===== config.mk =====
export PLATFORM = sky130hd
export DESIGN_NAME = bisection_cubic_root_finder_unit
export DESIGN_NICKNAME = d
export VERILOG_FILES = /design/src/rtl/bcrf_pkg.sv /design/src/rtl/bcrf_cfg.sv /design/src/rtl/bcrf_cubic.sv /design/src/rtl/bisection_cubic_root_finder_unit.sv
export VERILOG_INCLUDE_DIRS = /design/src /design/src/rtl
export SDC_FILE = /design/constraint.sdc
export NUM_CORES = 2
export LEC_CHECK = 0
export ABC_AREA = 0
export BUFFER_PORTS_ARGS = -buffer_cell sky130_fd_sc_hd__buf_2
export CAP_MARGIN = 40
export CORE_AREA = 3 3 317 319
export CTS_BUF_LIST = sky130_fd_sc_hd__clkbuf_2 sky130_fd_sc_hd__clkbuf_4 sky130_fd_sc_hd__clkbuf_8
export DETAILED_ROUTE_END_ITERATION = 10
export DIE_AREA = 0 0 320 322
export PLACE_DENSITY = 0.82
export SYNTH_ARGS = -nofsm -noshare
export SYNTH_HDL_FRONTEND = slang
export SYNTH_HIERARCHICAL = 1
export SYNTH_SLANG_ARGS = --single-unit

===== constraint.sdc =====
create_clock -name clk -period 16.34 [get_ports clk]
set_input_delay 2.451 -clock clk [delete_from_list [all_inputs] [get_ports clk]]
set_output_delay 2.451 -clock clk [all_outputs]
set_load 0.03 [all_outputs]

===== src/rtl/bisection_cubic_root_finder_unit_macros.svh =====
// Assertion macros shared by the root finder RTL.
`ifndef BISECTION_CUBIC_ROOT_FINDER_UNIT_MACROS_SVH
`define BISECTION_CUBIC_ROOT_FINDER_UNIT_MACROS_SVH

// Checked on every clock edge outside reset.
`define BCRF_ASSERT(lbl, prop, msg) \
    lbl: assert property (@(posedge clk) disable iff (!rst_n) prop) else $error(msg);

// Checked on every clock edge, reset included.
`define BCRF_ASSERT_ALWAYS(lbl, prop, msg) \
    lbl: assert property (@(posedge clk) prop) else $error(msg);

`endif


===== src/rtl/bcrf_pkg.sv =====
package bcrf_pkg;

    localparam int FRAC_BITS = 16;
    localparam int DATA_W    = 32;
    localparam int PROD_W    = 64;
    localparam int TOL_W     = 16;
    localparam int LIMIT_W   = 8;
    localparam int STATUS_W  = 2;
    localparam int ADDR_W    = 3;
    localparam int PDATA_W   = 32;

    localparam logic [TOL_W-1:0]   TOL_RESET   = 16'd1;
    localparam logic [LIMIT_W-1:0] LIMIT_RESET = 8'd100;

    // Register index, taken from the word address bit.
    localparam logic REG_TOLERANCE  = 1'b0;
    localparam logic REG_ITER_LIMIT = 1'b1;

    localparam logic [STATUS_W-1:0] ST_CONVERGED = 2'd0;
    localparam logic [STATUS_W-1:0] ST_LIMIT     = 2'd1;
    localparam logic [STATUS_W-1:0] ST_INVALID   = 2'd2;

    typedef struct packed {
        logic [TOL_W-1:0]   tolerance;
        logic [LIMIT_W-1:0] iteration_limit;
    } cfg_t;

endpackage


===== src/rtl/bcrf_cfg.sv =====
module bcrf_cfg (
    input  logic                             clk,
    input  logic                             rst_n,
    input  logic                             psel,
    input  logic                             penable,
    input  logic                             pwrite,
    input  logic [bcrf_pkg::ADDR_W-1:0]      paddr,
    input  logic [bcrf_pkg::PDATA_W-1:0]     pwdata,
    output logic [bcrf_pkg::PDATA_W-1:0]     prdata,
    output logic                             pready,
    output bcrf_pkg::cfg_t                   cfg
);

    logic [bcrf_pkg::TOL_W-1:0]   tolerance_reg;
    logic [bcrf_pkg::LIMIT_W-1:0] limit_reg;
    logic                         wr_en;

    assign wr_en  = psel && penable && pwrite;
    assign pready = 1'b1;

    always_ff @(posedge clk or negedge rst_n)
    begin
        if (!rst_n)
        begin
            tolerance_reg <= bcrf_pkg::TOL_RESET;
            limit_reg     <= bcrf_pkg::LIMIT_RESET;
        end
        else if (wr_en)
        begin
            unique case (paddr[2])
                bcrf_pkg::REG_TOLERANCE:
                    tolerance_reg <= pwdata[bcrf_pkg::TOL_W-1:0];
                bcrf_pkg::REG_ITER_LIMIT:
                    limit_reg <= pwdata[bcrf_pkg::LIMIT_W-1:0];
                default:
                    limit_reg <= limit_reg;
            endcase
        end
    end

    always_comb
    begin
        unique case (paddr[2])
            bcrf_pkg::REG_TOLERANCE:
                prdata = {{(bcrf_pkg::PDATA_W-bcrf_pkg::TOL_W){1'b0}}, tolerance_reg};
            bcrf_pkg::REG_ITER_LIMIT:
                prdata = {{(bcrf_pkg::PDATA_W-bcrf_pkg::LIMIT_W){1'b0}}, limit_reg};
            default:
                prdata = '0;
        endcase
    end

    assign cfg.tolerance       = tolerance_reg;
    assign cfg.iteration_limit = limit_reg;

endmodule


===== src/rtl/bcrf_cubic.sv =====
module bcrf_cubic #(
    parameter int FRAC_BITS = bcrf_pkg::FRAC_BITS
) (
    input  logic                               clk,
    input  logic                               rst_n,
    input  logic                               start,
    input  logic signed [bcrf_pkg::DATA_W-1:0] x,
    output logic                               done,
    output logic signed [bcrf_pkg::DATA_W-1:0] f
);

    localparam int X2_W = bcrf_pkg::DATA_W - 1;
    localparam logic signed [bcrf_pkg::PROD_W-1:0] TEN_FX =
        64'sd10 <<< FRAC_BITS;

    typedef enum logic [2:0] {
        IDLE,
        MUL_SQ,
        SCALE,
        MUL_CUBE,
        SUM
    } state_t;

    state_t                                state_reg;
    logic signed [bcrf_pkg::DATA_W-1:0]    x_reg;
    logic signed [bcrf_pkg::DATA_W-1:0]    op_a_reg;
    logic signed [bcrf_pkg::DATA_W-1:0]    op_b_reg;
    logic signed [bcrf_pkg::PROD_W-1:0]    prod_reg;
    logic [X2_W-1:0]                       x2_reg;
    logic [X2_W-1:0]                       x2_next;
    logic signed [bcrf_pkg::PROD_W-1:0]    sum_wide;

    // The square is never negative, so the shifted value saturates on any high bit.
    always_comb
    begin
        if (|prod_reg[bcrf_pkg::PROD_W-1:FRAC_BITS+X2_W])
            x2_next = '1;
        else
            x2_next = prod_reg[FRAC_BITS+X2_W-1:FRAC_BITS];
    end

    assign sum_wide = (prod_reg >>> FRAC_BITS)
                    + $signed({{(bcrf_pkg::PROD_W-X2_W-2){1'b0}}, x2_reg, 2'b00})
                    - TEN_FX;

    always_comb
    begin
        if (sum_wide[bcrf_pkg::PROD_W-1] &&
            !(&sum_wide[bcrf_pkg::PROD_W-2:bcrf_pkg::DATA_W-1]))
            f = {1'b1, {(bcrf_pkg::DATA_W-1){1'b0}}};
        else if (!sum_wide[bcrf_pkg::PROD_W-1] &&
                 (|sum_wide[bcrf_pkg::PROD_W-2:bcrf_pkg::DATA_W-1]))
            f = {1'b0, {(bcrf_pkg::DATA_W-1){1'b1}}};
        else
            f = sum_wide[bcrf_pkg::DATA_W-1:0];
    end

    assign done = (state_reg == SUM);

    always_ff @(posedge clk)
    begin
        prod_reg <= op_a_reg * op_b_reg;
    end

    always_ff @(posedge clk or negedge rst_n)
    begin
        if (!rst_n)
        begin
            state_reg <= IDLE;
        end
        else
        begin
            unique case (state_reg)
                IDLE:
                begin
                    if (start)
                    begin
                        x_reg     <= x;
                        op_a_reg  <= x;
                        op_b_reg  <= x;
                        state_reg <= MUL_SQ;
                    end
                end
                MUL_SQ:
                begin
                    state_reg <= SCALE;
                end
                SCALE:
                begin
                    x2_reg    <= x2_next;
                    op_a_reg  <= $signed({1'b0, x2_next});
                    op_b_reg  <= x_reg;
                    state_reg <= MUL_CUBE;
                end
                MUL_CUBE:
                begin
                    state_reg <= SUM;
                end
                SUM:
                begin
                    state_reg <= IDLE;
                end
                default:
                begin
                    state_reg <= IDLE;
                end
            endcase
        end
    end

endmodule


===== src/rtl/bisection_cubic_root_finder_unit.sv =====
// Channel   Handshake                 Payload
// input     in_valid / in_ready       lower_end, upper_end
// output    out_valid / out_ready     root, status, iterations_used
// config    psel/penable/pwrite       paddr, pwdata, prdata, pready
//
// An item with lower_end >= upper_end is answered in the cycle after it is accepted.
// Otherwise the cubic is evaluated at the lower end and then once per bisection
// step, on the shared 32x32 multiplier that each evaluation uses twice.
// The block takes one item at a time; in_ready is high only while it is idle.
// Reset returns to idle with tolerance 1 and iteration limit 100.
`include "bisection_cubic_root_finder_unit_macros.svh"

module bisection_cubic_root_finder_unit #(
    parameter int FRAC_BITS = bcrf_pkg::FRAC_BITS
) (
    input  logic                                 clk,
    input  logic                                 rst_n,
    input  logic                                 in_valid,
    output logic                                 in_ready,
    input  logic signed [bcrf_pkg::DATA_W-1:0]   lower_end,
    input  logic signed [bcrf_pkg::DATA_W-1:0]   upper_end,
    output logic                                 out_valid,
    input  logic                                 out_ready,
    output logic signed [bcrf_pkg::DATA_W-1:0]   root,
    output logic [bcrf_pkg::STATUS_W-1:0]        status,
    output logic [bcrf_pkg::LIMIT_W-1:0]         iterations_used,
    input  logic                                 psel,
    input  logic                                 penable,
    input  logic                                 pwrite,
    input  logic [bcrf_pkg::ADDR_W-1:0]          paddr,
    input  logic [bcrf_pkg::PDATA_W-1:0]         pwdata,
    output logic [bcrf_pkg::PDATA_W-1:0]         prdata,
    output logic                                 pready
);

    localparam int W = bcrf_pkg::DATA_W;

    typedef enum logic [2:0] {
        IDLE,
        WAIT_A,
        MID,
        WAIT_C,
        UPDATE,
        OUT
    } state_t;

    state_t                      state_reg;
    bcrf_pkg::cfg_t              cfg;
    logic signed [W-1:0]         a_reg;
    logic signed [W-1:0]         b_reg;
    logic signed [W-1:0]         c_reg;
    logic signed [W-1:0]         prev_reg;
    logic signed [W-1:0]         fc_reg;
    logic                        fa_pos_reg;
    logic                        fa_neg_reg;
    logic                        have_prev_reg;
    logic [bcrf_pkg::LIMIT_W-1:0] iter_reg;
    logic signed [W-1:0]         root_reg;
    logic [bcrf_pkg::STATUS_W-1:0] status_reg;
    logic [bcrf_pkg::LIMIT_W-1:0] iters_reg;

    logic                        in_fire;
    logic                        cub_start;
    logic signed [W-1:0]         cub_x;
    logic                        cub_done;
    logic signed [W-1:0]         cub_f;
    logic [W:0]                  span;
    logic signed [W-1:0]         c_next;
    logic [bcrf_pkg::LIMIT_W-1:0] limit_eff;
    logic signed [W:0]           step;
    logic signed [W:0]           tol_ext;
    logic [W:0]                  mag;
    logic                        same_sign;
    logic                        converged;

    bcrf_cfg u_cfg (
        .clk     (clk),
        .rst_n   (rst_n),
        .psel    (psel),
        .penable (penable),
        .pwrite  (pwrite),
        .paddr   (paddr),
        .pwdata  (pwdata),
        .prdata  (prdata),
        .pready  (pready),
        .cfg     (cfg)
    );

    bcrf_cubic #(
        .FRAC_BITS (FRAC_BITS)
    ) u_cubic (
        .clk   (clk),
        .rst_n (rst_n),
        .start (cub_start),
        .x     (cub_x),
        .done  (cub_done),
        .f     (cub_f)
    );

    assign in_ready  = (state_reg == IDLE);
    assign out_valid = (state_reg == OUT);
    assign in_fire   = in_valid && in_ready;

    // The span b - a is positive and below 2^32, so its half fits in W - 1 bits.
    assign span   = {b_reg[W-1], b_reg} - {a_reg[W-1], a_reg};
    assign c_next = a_reg + $signed(span[W:1]);

    assign cub_start = (in_fire && (lower_end < upper_end)) || (state_reg == MID);
    assign cub_x     = (state_reg == MID) ? c_next : lower_end;

    assign limit_eff = (cfg.iteration_limit == '0) ? bcrf_pkg::LIMIT_W'(1)
                                                   : cfg.iteration_limit;

    assign tol_ext   = $signed({{(W+1-bcrf_pkg::TOL_W){1'b0}}, cfg.tolerance});
    assign step      = {c_reg[W-1], c_reg} - {prev_reg[W-1], prev_reg};
    assign mag       = fc_reg[W-1] ? -{fc_reg[W-1], fc_reg} : {fc_reg[W-1], fc_reg};
    assign same_sign = (fa_pos_reg && !fc_reg[W-1] && (fc_reg != '0)) ||
                       (fa_neg_reg && fc_reg[W-1]);
    assign converged = have_prev_reg && (step <= tol_ext) && (step >= -tol_ext) &&
                       (mag <= $unsigned(tol_ext));

    always_ff @(posedge clk or negedge rst_n)
    begin
        if (!rst_n)
        begin
            state_reg <= IDLE;
        end
        else
        begin
            unique case (state_reg)
                IDLE:
                begin
                    if (in_fire)
                    begin
                        if (lower_end >= upper_end)
                        begin
                            root_reg   <= '0;
                            status_reg <= bcrf_pkg::ST_INVALID;
                            iters_reg  <= '0;
                            state_reg  <= OUT;
                        end
                        else
                        begin
                            a_reg         <= lower_end;
                            b_reg         <= upper_end;
                            iter_reg      <= '0;
                            have_prev_reg <= 1'b0;
                            state_reg     <= WAIT_A;
                        end
                    end
                end
                WAIT_A:
                begin
                    if (cub_done)
                    begin
                        fa_pos_reg <= !cub_f[W-1] && (cub_f != '0);
                        fa_neg_reg <= cub_f[W-1];
                        state_reg  <= MID;
                    end
                end
                MID:
                begin
                    c_reg     <= c_next;
                    iter_reg  <= iter_reg + 1'b1;
                    state_reg <= WAIT_C;
                end
                WAIT_C:
                begin
                    if (cub_done)
                    begin
                        fc_reg    <= cub_f;
                        state_reg <= UPDATE;
                    end
                end
                UPDATE:
                begin
                    if (same_sign)
                    begin
                        a_reg      <= c_reg;
                        fa_pos_reg <= !fc_reg[W-1] && (fc_reg != '0);
                        fa_neg_reg <= fc_reg[W-1];
                    end
                    else
                    begin
                        b_reg <= c_reg;
                    end
                    prev_reg      <= c_reg;
                    have_prev_reg <= 1'b1;
                    if (converged)
                    begin
                        root_reg   <= c_reg;
                        status_reg <= bcrf_pkg::ST_CONVERGED;
                        iters_reg  <= iter_reg;
                        state_reg  <= OUT;
                    end
                    else if (iter_reg == limit_eff)
                    begin
                        root_reg   <= c_reg;
                        status_reg <= bcrf_pkg::ST_LIMIT;
                        iters_reg  <= limit_eff;
                        state_reg  <= OUT;
                    end
                    else
                    begin
                        state_reg <= MID;
                    end
                end
                OUT:
                begin
                    if (out_ready)
                        state_reg <= IDLE;
                end
                default:
                begin
                    state_reg <= IDLE;
                end
            endcase
        end
    end

    assign root            = root_reg;
    assign status          = status_reg;
    assign iterations_used = iters_reg;

    `BCRF_ASSERT(a_no_overlap, !(in_ready && out_valid), "Input and output sides both open")
    `BCRF_ASSERT(a_invalid_fields, (out_valid && status == bcrf_pkg::ST_INVALID) |-> (iterations_used == '0 && root == '0), "Invalid interval result carries data")
    `BCRF_ASSERT(a_limit_count, (out_valid && status == bcrf_pkg::ST_LIMIT) |-> (iterations_used == limit_eff), "Limit result has wrong iteration count")
    `BCRF_ASSERT(a_done_waited, cub_done |-> (state_reg == WAIT_A || state_reg == WAIT_C), "Cubic result arrived while not awaited")
    `BCRF_ASSERT(a_iter_bound, (state_reg == UPDATE) |-> (iter_reg != '0 && iter_reg <= limit_eff), "Iteration count out of range")

endmodule


Word-level counts from Yosys, hierarchy flattened
Index checks and enable logic that the tools add are counted.
W data, S select, Z words.
{"block": "op_classes", "reduce_logical": 47, "add_sub_neg": 8, "magnitude_cmp": 5, "n_bitwise": 1, "eq_ne": 20, "n_mul": 1, "mux": 55}
{"cell": "$mux W32", "n": 14}
{"cell": "$pmux W32 S2", "n": 6}
{"cell": "$sub A32 B32 Y33", "n": 2}
{"cell": "$mul A32 B32 Y64", "n": 1}
{"cell": "$reduce_bool A32 Y1", "n": 2}
{"cell": "$sub A64 B21 Y64 const B", "n": 1}
{"cell": "$mux W8", "n": 7}
{"cell": "$add A48 B34 Y49", "n": 1}
{"cell": "$ge A33 B33 Y1", "n": 1}
{"cell": "$le A33 B16 Y1", "n": 1}
{"cell": "$le A33 B17 Y1", "n": 1}
{"cell": "$mux W33", "n": 1}
{"cell": "$neg A16 Y33", "n": 1}
{"cell": "$neg A33 Y33", "n": 1}
{"cell": "$add A32 B32 Y32", "n": 1}
{"cell": "$ge A32 B32 Y1", "n": 1}
{"cell": "$lt A32 B32 Y1", "n": 1}
{"cell": "$pmux W8 S2", "n": 2}
{"cell": "$reduce_and A32 Y1", "n": 1}
{"cell": "$reduce_or A32 Y1", "n": 1}
{"cell": "$mux W31", "n": 1}
{"cell": "$mux W3", "n": 8}
{"cell": "$pmux W3 S6", "n": 1}
{"cell": "$reduce_or A17 Y1", "n": 1}
{"cell": "24 further kinds", "n": 79}
{"block": "word_totals", "output_inout_bits": 77, "input_bits": 106, "ff_bits": 434, "word_cells": 158}

Longest topological paths before layout
{"block": "depth", "word_depth": 10, "depth_mapped": 28, "mapped_depth_nobuf": 27}

Hierarchy
Netlist, hierarchy kept.
{"module": "bcrf_cubic", "cells_per_inst": 4761, "area_per_inst_um2": 45252.2, "instances": 1, "seq_area_each_um2": 4849.7}
{"module": "bisection_cubic_root_finder_unit", "cells_per_inst": 1780, "area_per_inst_um2": 16836.1, "instances": 1, "seq_area_each_um2": 6471.2}
{"module": "bcrf_cfg", "cells_per_inst": 88, "area_per_inst_um2": 1252.5, "instances": 1, "seq_area_each_um2": 605.6}

Least setup slack after synthesis
No wires, ideal clock.
{"block": "synth_path", "path_type": "register to register", "startpoint": "register u_cubic/op_a_reg[31] in the netlist's numbering", "endpoint": "register u_cubic/prod_reg[62] in the netlist's numbering", "period_less_slack_ps": 7952, "t_arrival_ps": 7860, "setup_ps": 92, "slack_ps": 8388, "required_time_ps": 16248, "path_stages_with_launch": 23, "n_path_buf": 1, "cell_sequence": "edfxtp_1 -> clkbuf_1 -> nand2_1 -> fa_1 -> fa_1 -> inv_1 -> fa_1 -> fa_1 -> fa_1 -> fa_1 -> inv_1 -> fa_1 -> inv_1 -> fa_1 -> ha_1 -> a21o_1 -> a21o_1 -> a21o_1 -> a21o_1 -> a21o_1 -> a21o_1 -> or4_1 -> o311ai_4"}
{"block": "synth_via", "elab_chain_len": 1}
{"element": "start, declared", "line_no": "bcrf_cubic.sv:26", "text": "logic signed [bcrf_pkg::DATA_W-1:0] op_a_reg;"}
{"element": "start signal, assigned", "line_no": "bcrf_cubic.sv:91", "text": "op_a_reg <= $signed({1'b0, x2_next});"}
{"element": "$mul A32 B32 Y64", "line_no": "bcrf_cubic.sv:62", "text": "prod_reg <= op_a_reg * op_b_reg;"}
{"element": "end signal, assigned", "line_no": "bcrf_cubic.sv:62"}
{"element": "end, declared", "line_no": "bcrf_cubic.sv:28", "text": "logic signed [bcrf_pkg::PROD_W-1:0] prod_reg;"}
Every way passes these cells.
A chain may end at the register's enable or synchronous reset.

Worst setup path after layout
{"block": "layout_path", "startpoint": "register u_cubic/op_a_reg[11] in the netlist's numbering", "endpoint": "register u_cubic/prod_reg[62] in the netlist's numbering"}
Same word-level chain as after synthesis.

==> key figures <==
Run status
  – Outcome: complete, no violations

Drt
  – Routed WL: 161000 um
  – Post-route ant nets: 0
  – Post-detailed-route via-to-cell ratio: 5.87
  – DRC viols: 0
  – TritonRoute pass-1 iters: 7
  – Drt wl/cell: 20.1 um
  – Via count: 47009
  – First DRT Iteration DRCs: 4105

Floorplan
  – IO Pins: 183
  – Die area: 103000 um^2
  – Initial Util: 64.5%
  – Core box area: 98100 um^2
  – Die Ht: 322 um
  – Die width: 320 um
  – Row cnt: 115

CTS
  – CTS root buffer: clkbuf_8
  – Clock Sinks: 418
  – Postcts setup bufs: 0
  – Reg clk slew, reported paths: 70 ps
  – TritonCTS clock tree: yes
  – TritonCTS Buffers: 71
  – Hold Buf Count CTS: 0
  – Bufs on Longest Clock Path: 3
  – Skew-Pair Late Insertion Delay: 670 ps
  – Cts repair resizes: 0
  – H-tree levels: 3

Worst setup path
  – Largest stage delay on the critical path: 840 ps
  – Critical path's slowest cell: edfxtp_1
  – Critical Path AT: 9520 ps
  – Critical path class: reg2reg
  – Critical Path End Type: register
  – Worst Path Max Fanout: 23
  – Startpoint Class: register
  – Worst endpoint required time: 16860 ps
  – Top cell by count, worst path: fa_1

Placement
  – Hpwl dp: 127000 um
  – Inst Count DP: 7874
  – GPL Wtd Cong: 0.954
  – Port bufs: 147

Synthesis
  – EDFF count, synth: 340
  – Post-synthesis sequential area ratio: 18.8%
  – FFs w/ async S/R, synth: 7.18%
  – Synthesized area: 63300 um^2
  – Mapped Avg Cell Area: 9.56 um^2
  – FF+latch count, synth: 418
  – Library cells used by synthesis: 116
  – Yosys warning count: 6
  – Synth Flop Type: edfxtp_1
  – Cells after Synth: 6629

Cells and area
  – Fill cells: 7393
  – Register area: 11900 um^2
  – Synthesis-to-layout area growth: 5.44%
  – Finished Layout Cells: 8009
  – Area of the multi-input gates: 45300 um^2
  – Max FFs per register: 48
  – Share of cells above drive strength 1: 7.19%
  – Final #Nets: 8307

GRT
  – Vias in the first global route: 49628
  – Largest net degree at the start of global routing: 65
  – Initial antenna violation count: 7
  – First-pass GRT wire length: 262000 um
  – Gr usage total: 32.1%
  – Total congestion overflow: 0

Min path
  – HP Class: reg2reg

Timing
  – Min cycle time layout: 9000 ps
  – Unrepaired setup endpoints after global routing: no
  – Tcrit/Tclk final: 55.1%
  – Worst-Margin Slew: 988 ps
  – Final setup TNS: 0 ps
  – Fmax: 111 MHz
  – Hold Vio Cnt, Final: 0
  – Clock Skew: 33.7 ps
  – Relative slew margins: 34.1%
  – Final setup viols: 0
  – Slew Limit Fails: 0

Run
  – MaxCap Viol Count: 0
[per-layer routing]
layer  wire length [um]  share of wire, %  GRT usage (%)
met4               6800               4.2           12.2
met2              77800                48           53.4
met1              63300                39           43.0
met5                  0                 0              0
met3              12900               8.1           5.03
[through the flow]
step / cell area, um^2 / setup slack, ps / hold slack, ps / util (%)
floorplan: 63400 / 8390 / 436 / -
global placement: 65100 / 7320 / 450 / 66.4
detailed placement: 65200 / 7460 / 465 / 66.5
CTS: 66800 / 7420 / 470 / 68.0
global route: 66800 / 7040 / 491 / 68.1
finish: 66800 / 7340 / 471 / 68.1
[placed cells by master (no fill, tap or decap), types with 10 or more instances in the layout]
cell type,count
o21a_1,62
or3_1,16
dfxtp_1,48
a31oi_1,16
nand4_1,60
nand2b_1,55
nand3_1,70
and2_1,536
buf_2,147
nor2b_1,42
fa_1,1085
a211oi_1,32
ha_1,456
clkbuf_4,22
a21oi_1,223
o31ai_1,13
clkinv_2,12
xnor2_1,158
inv_1,1314
nor2_1,170
mux2_4,10
mux2_2,54
and3_1,25
buf_4,80
nor3_1,60
nor4_1,27
o31a_1,10
clkbuf_8,82
dfrtp_1,26
o21ai_1,15
o21ai_0,143
edfxtp_1,340
o211ai_1,24
a21o_1,81
nand2_1,871
conb_1,17
xor2_1,60
o21bai_1,38
[Yosys cell counts (38+ instances only)]
| master | count | area, um^2 |
|---|---|---|
| a21o_1 | 81 | 608 |
| mux2_2 | 54 | 608 |
| nand3_1 | 70 | 350 |
| o21ai_0 | 143 | 716 |
| ha_1 | 456 | 5710 |
| dfxtp_1 | 48 | 961 |
| nor2_1 | 171 | 642 |
| nand4_1 | 60 | 375 |
| xnor2_1 | 158 | 1380 |
| o21a_1 | 62 | 465 |
| nand2b_1 | 55 | 344 |
| nand2_1 | 872 | 3270 |
| inv_1 | 1314 | 4930 |
| and2_1 | 538 | 3370 |
| a21oi_1 | 224 | 1120 |
| edfxtp_1 | 340 | 10200 |
| xor2_1 | 60 | 526 |
| nor2b_1 | 42 | 263 |
| nor3_1 | 60 | 300 |
| clkbuf_1 | 235 | 882 |
| fa_1 | 1085 | 21700 |
| o21bai_1 | 38 | 285 |
[cells by family after synthesis]
kind of cell	after synthesis	share of synthesized area, %
simple gates	1991	15.5
mux	69	1.28
other cells	2	0.0119
buf+inv	1607	9.78
xor+xnor	218	3.01
fa+ha+maj	1542	43.3
flops	418	18.8
compound gates	782	8.23
[worst max-delay path, delay by kind of cell, from the launching register on]
kind	cells	cell delay, ps
adders and majority gates	9	4430
DFF	1	840
and+or+nand+nor	4	1150
AOI/OAI and AO/OA	6	1610
buffers and inverters	7	810
[path summary, 6_finish.rpt]
check,startpoint,endpoint,slack (ps),cells past startpoint
max reg2reg,u_cubic/op_a_reg[11],u_cubic/prod_reg[62],7340,26
min reg2reg,u_cubic/state_reg[2],u_cubic/state_reg[2],470,1
max in group asynchronous,rst_n,u_cfg/tolerance_reg[7],13920,1
min,u_cubic/state_reg[2],u_cubic/state_reg[2],470,1
max,u_cubic/op_a_reg[11],u_cubic/prod_reg[62],7340,26
min in group asynchronous,rst_n,u_cfg/tolerance_reg[13],1890,1
[final cells by class]
cell class              count  area share [%]
clock buffers             104            1.94
well taps                1287            2.41
diodes                      5          0.0187
clock inverters            26           0.348
flip-flops and latches    418            17.9
inverters                1317            7.40
multi-input cells        4619            67.8
repair buffers            233            2.18
Power is not shown: default switching activity piles up to over one toggle a cycle in this logic, so the estimate is an artifact.
